$ cat src/sv/bvp_pkg.sv
// Shared types, constants and curve table for the battery voltage to percent block.
package bvp_pkg;

    localparam int unsigned NumPoints = 21;
    localparam int unsigned MvW       = 13;
    localparam int unsigned PctW      = 7;
    localparam int unsigned SegW      = 5;
    localparam int unsigned DiffW     = 9;   // widest span between curve points is 340 mV

    localparam logic [PctW-1:0] StepPct = 7'd5;
    localparam logic [PctW-1:0] MaxPct  = 7'd100;
    localparam logic [PctW-1:0] MinPct  = 7'd0;

    // configuration register indexes
    localparam logic [1:0] CfgLowPct      = 2'd0;
    localparam logic [1:0] CfgCriticalPct = 2'd1;
    localparam logic [1:0] CfgEmptyPct    = 2'd2;
    localparam logic [1:0] CfgChargingMv  = 2'd3;

    localparam logic [PctW-1:0] RstLowPct      = 7'd25;
    localparam logic [PctW-1:0] RstCriticalPct = 7'd10;
    localparam logic [PctW-1:0] RstEmptyPct    = 7'd5;
    localparam logic [MvW-1:0]  RstChargingMv  = 13'd4300;

    // segment-select result handed to the interpolation stage
    typedef struct packed {
        logic [PctW-1:0]  base;
        logic [DiffW-1:0] diff;
        logic [DiffW-1:0] span;
        logic             sat_hi;
        logic             sat_lo;
        logic             charging;
    } t_seg;

    typedef struct packed {
        logic [PctW-1:0] percent;
        logic            charging;
    } t_pct;

    function automatic logic [MvW-1:0] curve_mv(input logic [SegW-1:0] idx);
        logic [MvW-1:0] mv;
        unique case (idx)
            5'd0:    mv = 13'd3270;
            5'd1:    mv = 13'd3610;
            5'd2:    mv = 13'd3690;
            5'd3:    mv = 13'd3710;
            5'd4:    mv = 13'd3730;
            5'd5:    mv = 13'd3750;
            5'd6:    mv = 13'd3770;
            5'd7:    mv = 13'd3790;
            5'd8:    mv = 13'd3800;
            5'd9:    mv = 13'd3820;
            5'd10:   mv = 13'd3840;
            5'd11:   mv = 13'd3850;
            5'd12:   mv = 13'd3870;
            5'd13:   mv = 13'd3910;
            5'd14:   mv = 13'd3950;
            5'd15:   mv = 13'd3980;
            5'd16:   mv = 13'd4020;
            5'd17:   mv = 13'd4080;
            5'd18:   mv = 13'd4110;
            5'd19:   mv = 13'd4150;
            5'd20:   mv = 13'd4200;
            default: mv = 13'd4200;
        endcase
        return mv;
    endfunction

endpackage

$ cat src/sv/bvp_seg_sel.sv
// Two pipeline stages: curve point compares, then segment select and offset.
module bvp_seg_sel (
    input  logic                      i_clk,
    input  logic                      i_rst_n,
    input  logic                      i_valid,
    output logic                      o_ready,
    input  logic [bvp_pkg::MvW-1:0]   i_voltage_mv,
    input  logic [bvp_pkg::MvW-1:0]   i_charging_mv,
    output logic                      o_valid,
    input  logic                      i_ready,
    output bvp_pkg::t_seg             o_seg
);

    logic                                 r_vld1;
    logic [bvp_pkg::MvW-1:0]              r_v1;
    logic [bvp_pkg::NumPoints-1:0]        r_thermo1;
    logic                                 r_sat_lo1;
    logic                                 r_chg1;
    logic                                 r_vld2;
    bvp_pkg::t_seg                        r_seg2;

    logic                                 en1;
    logic                                 en2;
    logic [bvp_pkg::NumPoints-1:0]        n_thermo;
    logic [bvp_pkg::SegW-1:0]             seg;
    logic [bvp_pkg::SegW-1:0]             seg_m1;
    logic [bvp_pkg::MvW-1:0]              lo_mv;
    logic [bvp_pkg::MvW-1:0]              hi_mv;
    logic [bvp_pkg::MvW-1:0]              span_full;
    logic [bvp_pkg::MvW-1:0]              diff_full;
    bvp_pkg::t_seg                        n_seg;

    assign en2     = !r_vld2 || i_ready;
    assign en1     = !r_vld1 || en2;
    assign o_ready = en1;
    assign o_valid = r_vld2;
    assign o_seg   = r_seg2;

    always_comb begin
        for (int k = 0; k < bvp_pkg::NumPoints; k++) begin
            n_thermo[k] = i_voltage_mv >= bvp_pkg::curve_mv(bvp_pkg::SegW'(k));
        end
    end

    // thermometer code: number of interior points at or below v picks the segment
    always_comb begin
        seg       = bvp_pkg::SegW'($countones(r_thermo1[bvp_pkg::NumPoints-2:1])) + 5'd1;
        seg_m1    = seg - 5'd1;
        lo_mv     = bvp_pkg::curve_mv(seg_m1);
        hi_mv     = bvp_pkg::curve_mv(seg);
        span_full = hi_mv - lo_mv;
        diff_full = r_v1 - lo_mv;
        n_seg.base     = bvp_pkg::PctW'(seg_m1) * bvp_pkg::StepPct;
        n_seg.diff     = diff_full[bvp_pkg::DiffW-1:0];
        n_seg.span     = span_full[bvp_pkg::DiffW-1:0];
        n_seg.sat_hi   = r_thermo1[bvp_pkg::NumPoints-1];
        n_seg.sat_lo   = r_sat_lo1;
        n_seg.charging = r_chg1;
    end

    always_ff @(posedge i_clk) begin
        if (!i_rst_n) begin
            r_vld1 <= 1'b0;
            r_vld2 <= 1'b0;
        end else begin
            if (en1) r_vld1 <= i_valid;
            if (en2) r_vld2 <= r_vld1;
        end
    end

    always_ff @(posedge i_clk) begin
        if (en1) begin
            r_v1      <= i_voltage_mv;
            r_thermo1 <= n_thermo;
            r_sat_lo1 <= i_voltage_mv <= bvp_pkg::curve_mv(5'd0);
            r_chg1    <= i_voltage_mv > i_charging_mv;
        end
        if (en2) begin
            r_seg2 <= n_seg;
        end
    end

endmodule

$ cat src/sv/bvp_interp.sv
// Interpolation stage: offset times step over segment span, added to segment base; saturates to 100 or 0 %.
module bvp_interp (
    input  logic          i_clk,
    input  logic          i_rst_n,
    input  logic          i_valid,
    output logic          o_ready,
    input  bvp_pkg::t_seg i_seg,
    output logic          o_valid,
    input  logic          i_ready,
    output bvp_pkg::t_pct o_pct
);

    localparam int unsigned ProdW = bvp_pkg::DiffW + 2;

    logic                          r_vld;
    bvp_pkg::t_pct                 r_pct;
    logic                          en;
    logic [ProdW-1:0]              diff5;
    logic [ProdW-1:0]              span_w;
    logic [2:0]                    quot;
    bvp_pkg::t_pct                 n_pct;

    assign en      = !r_vld || i_ready;
    assign o_ready = en;
    assign o_valid = r_vld;
    assign o_pct   = r_pct;

    // quotient is 0..4, so the divide is four compares against multiples of the span
    always_comb begin
        diff5  = ProdW'(i_seg.diff) * ProdW'(bvp_pkg::StepPct);
        span_w = ProdW'(i_seg.span);
        quot   = 3'd0;
        for (int k = 1; k < 5; k++) begin
            if (diff5 >= ProdW'(k) * span_w) quot = quot + 3'd1;
        end
        if (i_seg.sat_hi) begin
            n_pct.percent = bvp_pkg::MaxPct;
        end else if (i_seg.sat_lo) begin
            n_pct.percent = bvp_pkg::MinPct;
        end else begin
            n_pct.percent = i_seg.base + bvp_pkg::PctW'(quot);
        end
        n_pct.charging = i_seg.charging;
    end

    always_ff @(posedge i_clk) begin
        if (!i_rst_n) begin
            r_vld <= 1'b0;
        end else if (en) begin
            r_vld <= i_valid;
        end
    end

    always_ff @(posedge i_clk) begin
        if (en) r_pct <= n_pct;
    end

endmodule

$ cat src/sv/battery_voltage_to_percent_top.sv
// Top level: config registers, segment select, interpolation and flag output stage.
// Stages, each registered: compare, select, interpolate, flags. Throughput: one voltage per cycle
// unless the output stalls; every stage advances when the next one is empty or moving.
// The output register holds a result while the next items enter behind it until the stages fill.
// Reset (synchronous, active low) empties the pipeline and loads thresholds 25/10/5 % and 4300 mV.
module battery_voltage_to_percent_top (
    input  logic        i_clk,
    input  logic        i_rst_n,
    input  logic        s_axis_tvalid,
    output logic        s_axis_tready,
    input  logic [15:0] s_axis_tdata,   // [12:0] voltage_mv, [15:13] zero
    output logic        m_axis_tvalid,
    input  logic        m_axis_tready,
    output logic [15:0] m_axis_tdata,   // [6:0] percent, [7] low_flag, [8] critical_flag,
                                        // [9] empty_flag, [10] charging_flag, [15:11] zero
    input  logic        i_cfg_wr_en,
    input  logic [1:0]  i_cfg_addr,
    input  logic [12:0] i_cfg_wr_data
);

    logic [bvp_pkg::PctW-1:0] r_low_pct;
    logic [bvp_pkg::PctW-1:0] r_crit_pct;
    logic [bvp_pkg::PctW-1:0] r_empty_pct;
    logic [bvp_pkg::MvW-1:0]  r_chg_mv;

    logic                     seg_vld;
    logic                     seg_rdy;
    bvp_pkg::t_seg            seg;
    logic                     pct_vld;
    logic                     out_en;
    bvp_pkg::t_pct            pct;

    logic                     r_out_vld;
    logic [bvp_pkg::PctW-1:0] r_percent;
    logic                     r_low;
    logic                     r_crit;
    logic                     r_empty;
    logic                     r_chg;

    always_ff @(posedge i_clk) begin
        if (!i_rst_n) begin
            r_low_pct   <= bvp_pkg::RstLowPct;
            r_crit_pct  <= bvp_pkg::RstCriticalPct;
            r_empty_pct <= bvp_pkg::RstEmptyPct;
            r_chg_mv    <= bvp_pkg::RstChargingMv;
        end else if (i_cfg_wr_en) begin
            unique case (i_cfg_addr)
                bvp_pkg::CfgLowPct:      r_low_pct   <= i_cfg_wr_data[bvp_pkg::PctW-1:0];
                bvp_pkg::CfgCriticalPct: r_crit_pct  <= i_cfg_wr_data[bvp_pkg::PctW-1:0];
                bvp_pkg::CfgEmptyPct:    r_empty_pct <= i_cfg_wr_data[bvp_pkg::PctW-1:0];
                bvp_pkg::CfgChargingMv:  r_chg_mv    <= i_cfg_wr_data;
                default: ;
            endcase
        end
    end

    bvp_seg_sel u_seg_sel (
        .i_clk         (i_clk),
        .i_rst_n       (i_rst_n),
        .i_valid       (s_axis_tvalid),
        .o_ready       (s_axis_tready),
        .i_voltage_mv  (s_axis_tdata[bvp_pkg::MvW-1:0]),
        .i_charging_mv (r_chg_mv),
        .o_valid       (seg_vld),
        .i_ready       (seg_rdy),
        .o_seg         (seg)
    );

    bvp_interp u_interp (
        .i_clk   (i_clk),
        .i_rst_n (i_rst_n),
        .i_valid (seg_vld),
        .o_ready (seg_rdy),
        .i_seg   (seg),
        .o_valid (pct_vld),
        .i_ready (out_en),
        .o_pct   (pct)
    );

    assign out_en = !r_out_vld || m_axis_tready;

    always_ff @(posedge i_clk) begin
        if (!i_rst_n) begin
            r_out_vld <= 1'b0;
        end else if (out_en) begin
            r_out_vld <= pct_vld;
        end
    end

    always_ff @(posedge i_clk) begin
        if (out_en) begin
            r_percent <= pct.percent;
            r_low     <= pct.percent <= r_low_pct;
            r_crit    <= pct.percent <= r_crit_pct;
            r_empty   <= pct.percent <= r_empty_pct;
            r_chg     <= pct.charging;
        end
    end

    assign m_axis_tvalid = r_out_vld;
    assign m_axis_tdata  = {5'd0, r_chg, r_empty, r_crit, r_low, r_percent};

endmodule
$ cat config.mk
export PLATFORM = sky130hd
export DESIGN_NAME = battery_voltage_to_percent_top
export DESIGN_NICKNAME = d
export VERILOG_FILES = /design/src/sv/bvp_pkg.sv /design/src/sv/bvp_seg_sel.sv /design/src/sv/bvp_interp.sv /design/src/sv/battery_voltage_to_percent_top.sv
export SDC_FILE = /design/constraint.sdc
export NUM_CORES = 1
export LEC_CHECK = 0
export BUFFER_PORTS_ARGS = -buffer_cell sky130_fd_sc_hd__buf_4
export CORE_UTILIZATION = 30
export DETAILED_ROUTE_END_ITERATION = 8
export HOLD_SLACK_MARGIN = 0.12
export PLACE_DENSITY = 0.5
export SETUP_SLACK_MARGIN = 0.02
export SLEW_MARGIN = 10
export SYNTH_ARGS = -nofsm -noshare
export SYNTH_HDL_FRONTEND = slang
export SYNTH_SLANG_ARGS = --single-unit
$ cat constraint.sdc
create_clock -name i_clk -period 5.8 [get_ports i_clk]
set_clock_uncertainty 0.1 [all_clocks]
set_input_delay 0 -clock i_clk [delete_from_list [all_inputs] [get_ports i_clk]]
set_output_delay 0 -clock i_clk [all_outputs]
set_load 0.01 [all_outputs]
Word-level counts from Yosys, hierarchy flattened
Memories as Yosys holds them, arrays and structs flattened. Index checks and enable logic that the tools add are counted.

Flip-flop bits (word level): 117. Bits in read-only memories: 768. Input port bits: 36. Output and inout port bits: 18. Memories: 2.

$add $sub $neg: 26. Multiply operators: 3. $lt $le $gt $ge: 30. Eq/ne operators: 3. Mux-type cells: 5. Reduce and logical (&&, ||, !) cells: 14.

Memories: (name not given) (words 32, bits a word 12, rd ports 1, clocked after memory_dff 0, wr ports 0, RTL line bvp_pkg.sv:42) `unique case (idx)`; (name not given) (words 32, bits a word 12, rd ports 1, clocked after memory_dff 0, wr ports 0, RTL line bvp_pkg.sv:42).

Operators by type and width (count): $ge A13 B12 Y1 const B (18); $add A5 B5 Y5 (8); $ge A13 B13 Y1 const B (3); $ge A11 B11 Y1 (2); $le A7 B7 Y1 (3); $add A1 B1 Y2 (9); $sub A9 B9 Y9 (2); $gt A13 B13 Y1 (1); $le A13 B12 Y1 const B (1); $ge A11 B10 Y1 (1); $ge A11 B9 Y1 (1); $mul A2 B9 Y11 const A (1); $mul A9 B3 Y11 const B (1); $mux W3 (3); $reduce_and A2 Y1 (4); $add A7 B3 Y7 (1); $mul A5 B3 Y7 const B (1); $mux W7 (1); $add A3 B1 Y3 const B (2); $add A5 B1 Y5 (1); $add A5 B1 Y5 const B (1); $sub A5 B1 Y5 const B (1); $eq A2 B2 Y1 const B (2); $logic_not A1 Y1 (4); other kinds (6) (9).

Logic depth before layout (Yosys ltp)
Depth in word-level cells: 11. Depth in mapped cells: 27. Gate-level depth less buffers: 26.

Cells and area by module
A second synthesis with hierarchy kept.

Cell total of the unflattened synthesis: 944. Area total of the unflattened synthesis: 9216.3 sq um.

Modules (own cells, without submodules): bvp_seg_sel (instances 1, cells each 497, area an instance 4919.7 sq um, sequential area each 1781.7 sq um); battery_voltage_to_percent_top (instances 1, cells each 223, area an instance 2209.6 sq um, sequential area each 1031.0 sq um); bvp_interp (instances 1, cells each 224, area an instance 2087.0 sq um, sequential area each 260.2 sq um).

Least setup slack after synthesis
No wires, ideal clock.

Path kind: reg2reg. Start point: register u_seg_sel.r_thermo1[1] (netlist name). End point: register u_seg_sel.r_seg2 (netlist bit u_seg_sel.o_seg[11]) (data pin). Setup time: 0.258 ns. Arrival time: 6.139 ns. Required time: 5.442 ns. Path slack: -0.696 ns. Cell stages (with the launch flop): 25. Buffers on the path: 1. Clock period less this slack: 6.496 ns. Cell sequence: edfxtp_1 ha_1 fa_1 inv_1 fa_1 fa_1 inv_1 fa_1 ha_1 inv_1 ha_1 inv_1 ha_1 clkbuf_1 nor2_1 nand2_1 o21ai_0 a221o_1 ha_1 nor2b_1 o21a_1 a31o_2 o41ai_1 xnor2_1 xnor2_1.

RTL lines: start: declaration (RTL line bvp_seg_sel.sv:16) `logic [bvp_pkg::NumPoints-1:0] r_thermo1;`; start signal: assignment (RTL line bvp_seg_sel.sv:74) `r_thermo1 <= n_thermo;`; end signal: assignment (RTL line bvp_seg_sel.sv:79) `r_seg2 <= n_seg;`; end: declaration (RTL line bvp_seg_sel.sv:20) `bvp_pkg::t_seg r_seg2;`.

==> summary.md <==
| Metric | Value |
|---|---|
| Layout cells sized above 1 | `0.215` |
| Number of synthesized flops with an enable pin | `77` |
| Min-Delay Path Class | `in -> reg` |
| Max_cap viols | `0` |
| Failing checks | `DRC, setup timing` |
| Die Wd | `173 µm` |
| Initial drt markers | `about 300` |
| Tmin final | `a little over 6000 ps` |
| Pre-Repair DR Iteration Count | `7` |
| Commonest non-fill, non-tap cells in the layout | `buf_4 (129), ha_1 (124), nand2_1 (92)` |
| Critical path startpoint category | `flip-flop` |
| Critical path capture point type | `flip-flop` |
| GRT Resource Usage Total | `0.141` |
| Crit path DAT | `6170 ps` |
| Fmax achieved | `0.164 GHz` |
| Area Growth Syn to Fin | `32.1%` |
| Critical path type | `reg -> reg` |
| DR vias/cell | `~4.6` |
| Post-Synthesis Cell Area | `between 8000 and 9000 µm²` |
| Clock Latency Late Sink | `between 400 and 500 ps` |
| # DRC | `1` |
| Max-slew violation count | `0` |
| Initial Util | `0.305` |
| Post-Syn Instances | `~910` |
| Synth Warn # | `0` |
| Global-route wire length before repair | `around 34 mm` |
| Ports | `54` |
| Avg WL per Cell | `around 14 µm` |
| Initial antenna violation count | `0` |
| Via count | `between 6000 and 7000` |
| Tcrit/Tclk final | `1.05` |
| Final setup margin | `-297 ps` |
| Worst Path Max Fanout | `6` |
| H-tree Lvls | `4` |
| Final core occ | `0.403` |
| Die H | `roughly 170 µm` |
| Data required time of the worst path | `a little under 6000 ps` |
| Num CTS Buffers | `17` |
| Clock Tree Root | `clkbuf_16` |
| Slew @ Worst Pin | `1010 ps` |
| Final Setup Violations | `8` |
| Status | `complete, but fails checks` |
| CTS tree | `built` |
| Final ANT Viol Nets | `0` |
| Layout Nets | `roughly 1300` |
| Core footprint | `28600 µm²` |
| Port bufs | `45` |
| Post-synthesis sequential area ratio | `0.352` |
| Final HPWL DP | `around 15 mm` |
| Mapped Avg Cell Area | `approximately 9.6 µm²` |
| Number of global-route vias before repair | `around 6900` |
| Dpl cells | `~1400` |
| Cell row count | `62` |
| GRT overflow | `0` |
| Clock transition at path regs | `~60 ps` |
| Seq cells post-synth | `115` |
| Final Hold Fails | `0` |
| Die ar. | `about 30000 µm²` |
| Fin cells | `approximately 1500` |
| Clock net sink count | `between 100 and 150` |
| Predominant post-synthesis flop cell | `edfxtp_1` |
| Gpl congestion | `roughly 0.8` |
| RSZ-0062 raised after global routing | `true` |
| Synth cell types | `between 60 and 70` |
| Clk buf depth | `2` |
| Slew headroom | `0.327` |
| Synth async-reset ratio | `0` |
| Antenna cells | `0` |
| Most common cell after layout, fill and taps aside | `buf_4` |
| Post-Route WL | `a little over 20 mm` |
| Largest net degree at the start of global routing | `39` |
[area by class of cell]
cell class / instances / area, µm²
tap: 384 / 480
clock buffer: 17 / 425
clock inverter: 15 / 204
sequential: 115 / 3070
timing repair buffer: 182 / 1510
multi-input combinational: 662 / 5470
fill: 2792 / 17100
inverter: 97 / 364
[state kept, by name, summed over array words and instances (netlist names), 7 cells and up]
register and flops:
r_low_pct 7, u_seg_sel.o_seg 27, r_chg_mv 13, r_empty_pct 7, u_seg_sel.r_thermo1 20, u_interp.o_pct 8
r_crit_pct 7, u_seg_sel.r_v1 9, r_percent 7
[synth_stat cells (all sizes together) (2+ instances only)]
cell type / n / area, µm²
o22ai: 5 / 31.3
xor2: 16 / 148
mux2i: 6 / 60.1
a22oi: 2 / 15.0
a21boi: 20 / 150
nand4: 6 / 37.5
nand2: 95 / 359
nor3b: 5 / 37.5
nor3: 7 / 35.0
xnor2: 23 / 216
buf: 14 / 92.6
o211ai: 16 / 120
nor4b: 2 / 17.5
o2111ai: 4 / 35.0
clkbuf: 21 / 78.8
fa: 20 / 400
or2: 5 / 31.3
nor2b: 21 / 131
o21ai: 41 / 205
o21a: 11 / 82.6
and3: 6 / 38.8
mux2: 4 / 48.8
o31ai: 2 / 15.0
edfxtp: 77 / 2310
nand3: 19 / 95.1
nand3b: 2 / 15.0
dfxtp: 38 / 761
nand2b: 6 / 37.5
ha: 137 / 1710
a21oi: 61 / 305
and2: 3 / 18.8
nor2: 42 / 158
inv: 97 / 364
a211oi: 4 / 30.0
nor4: 3 / 18.8
o21bai: 14 / 105
a221oi: 3 / 26.3
a31oi: 3 / 18.8
a21o: 22 / 165
a211o: 2 / 17.5
a311oi: 2 / 17.5
[critical path: stages, from the launching register on]
cell and delay, ps:
edfxtp_1 410, ha_4 260, fa_2 380, fa_1 490, inv_2 40, fa_1 520, inv_1 50, fa_1 490
ha_2 180, inv_2 40, fa_2 590, and2b_1 180, nand2_2 110, xnor2_4 280, inv_2 90, mux2i_1 190
o32a_1 250, ha_1 290, a21oi_2 140, nor2_1 40, a31o_2 240, o41ai_4 220, xnor2_1 130, xnor2_1 140
[metrics by stage]
stage                     hold WS, ps  TNS, ps  cell area (µm²)  worst slack [ps]
after global routing              237    -3760            11500              -557
after global placement            121    -1070            10000              -334
after detailed placement          120    -1370            10000              -362
after floorplan                 -1.13     -704             8810              -296
final                             240    -1300            11500              -297
after CTS                         220    -1050            11200              -259
[per-layer routing]
| layer | wire length, µm | GRT usage |
|---|---|---|
| met5 | 0 | 0 |
| met4 | 168 | 0.0391 |
| met3 | 490 | 0.0219 |
| met2 | 9710 | 0.235 |
| met1 | 9950 | 0.188 |
[final timing paths]
check | start | endpoint | slack [ps] | cells after the start
worst max-delay path | u_seg_sel.r_thermo1[8] | u_seg_sel.o_seg[11] | -300 | 23
worst min-delay path | s_axis_tdata[0] | u_seg_sel.r_v1[0] | 240 | 2
worst max register to register | u_seg_sel.r_thermo1[8] | u_seg_sel.o_seg[11] | -300 | 23
worst min register to register | u_seg_sel.r_thermo1[20] | u_seg_sel.o_seg[2] | 320 | 0
[kinds of logic (layout without fill, tap and decap cells)]
logic type	Yosys count	after routing	share of synthesized area
adders and majority gates	157	157	0.242
DFF	115	115	0.352
and+or+nand+nor	225	225	0.121
muxes	10	10	0.0125
xor gates and xnor gates	39	39	0.0417
other	1	5	0.000430
AOI/OAI and AO/OA	226	226	0.169
buffers and inverters	132	311	0.0614
[timing repair]
item,in CTS,in global routing
endpoints found under the hold margin,76,0
gates resized for setup,9,49
setup buffers,0,11
hold buffers,48,0
endpoints found under the setup margin,9,18
pin swaps,6,23
Power is not shown: default switching activity piles up to over one toggle a cycle in this logic, so the estimate is an artifact.
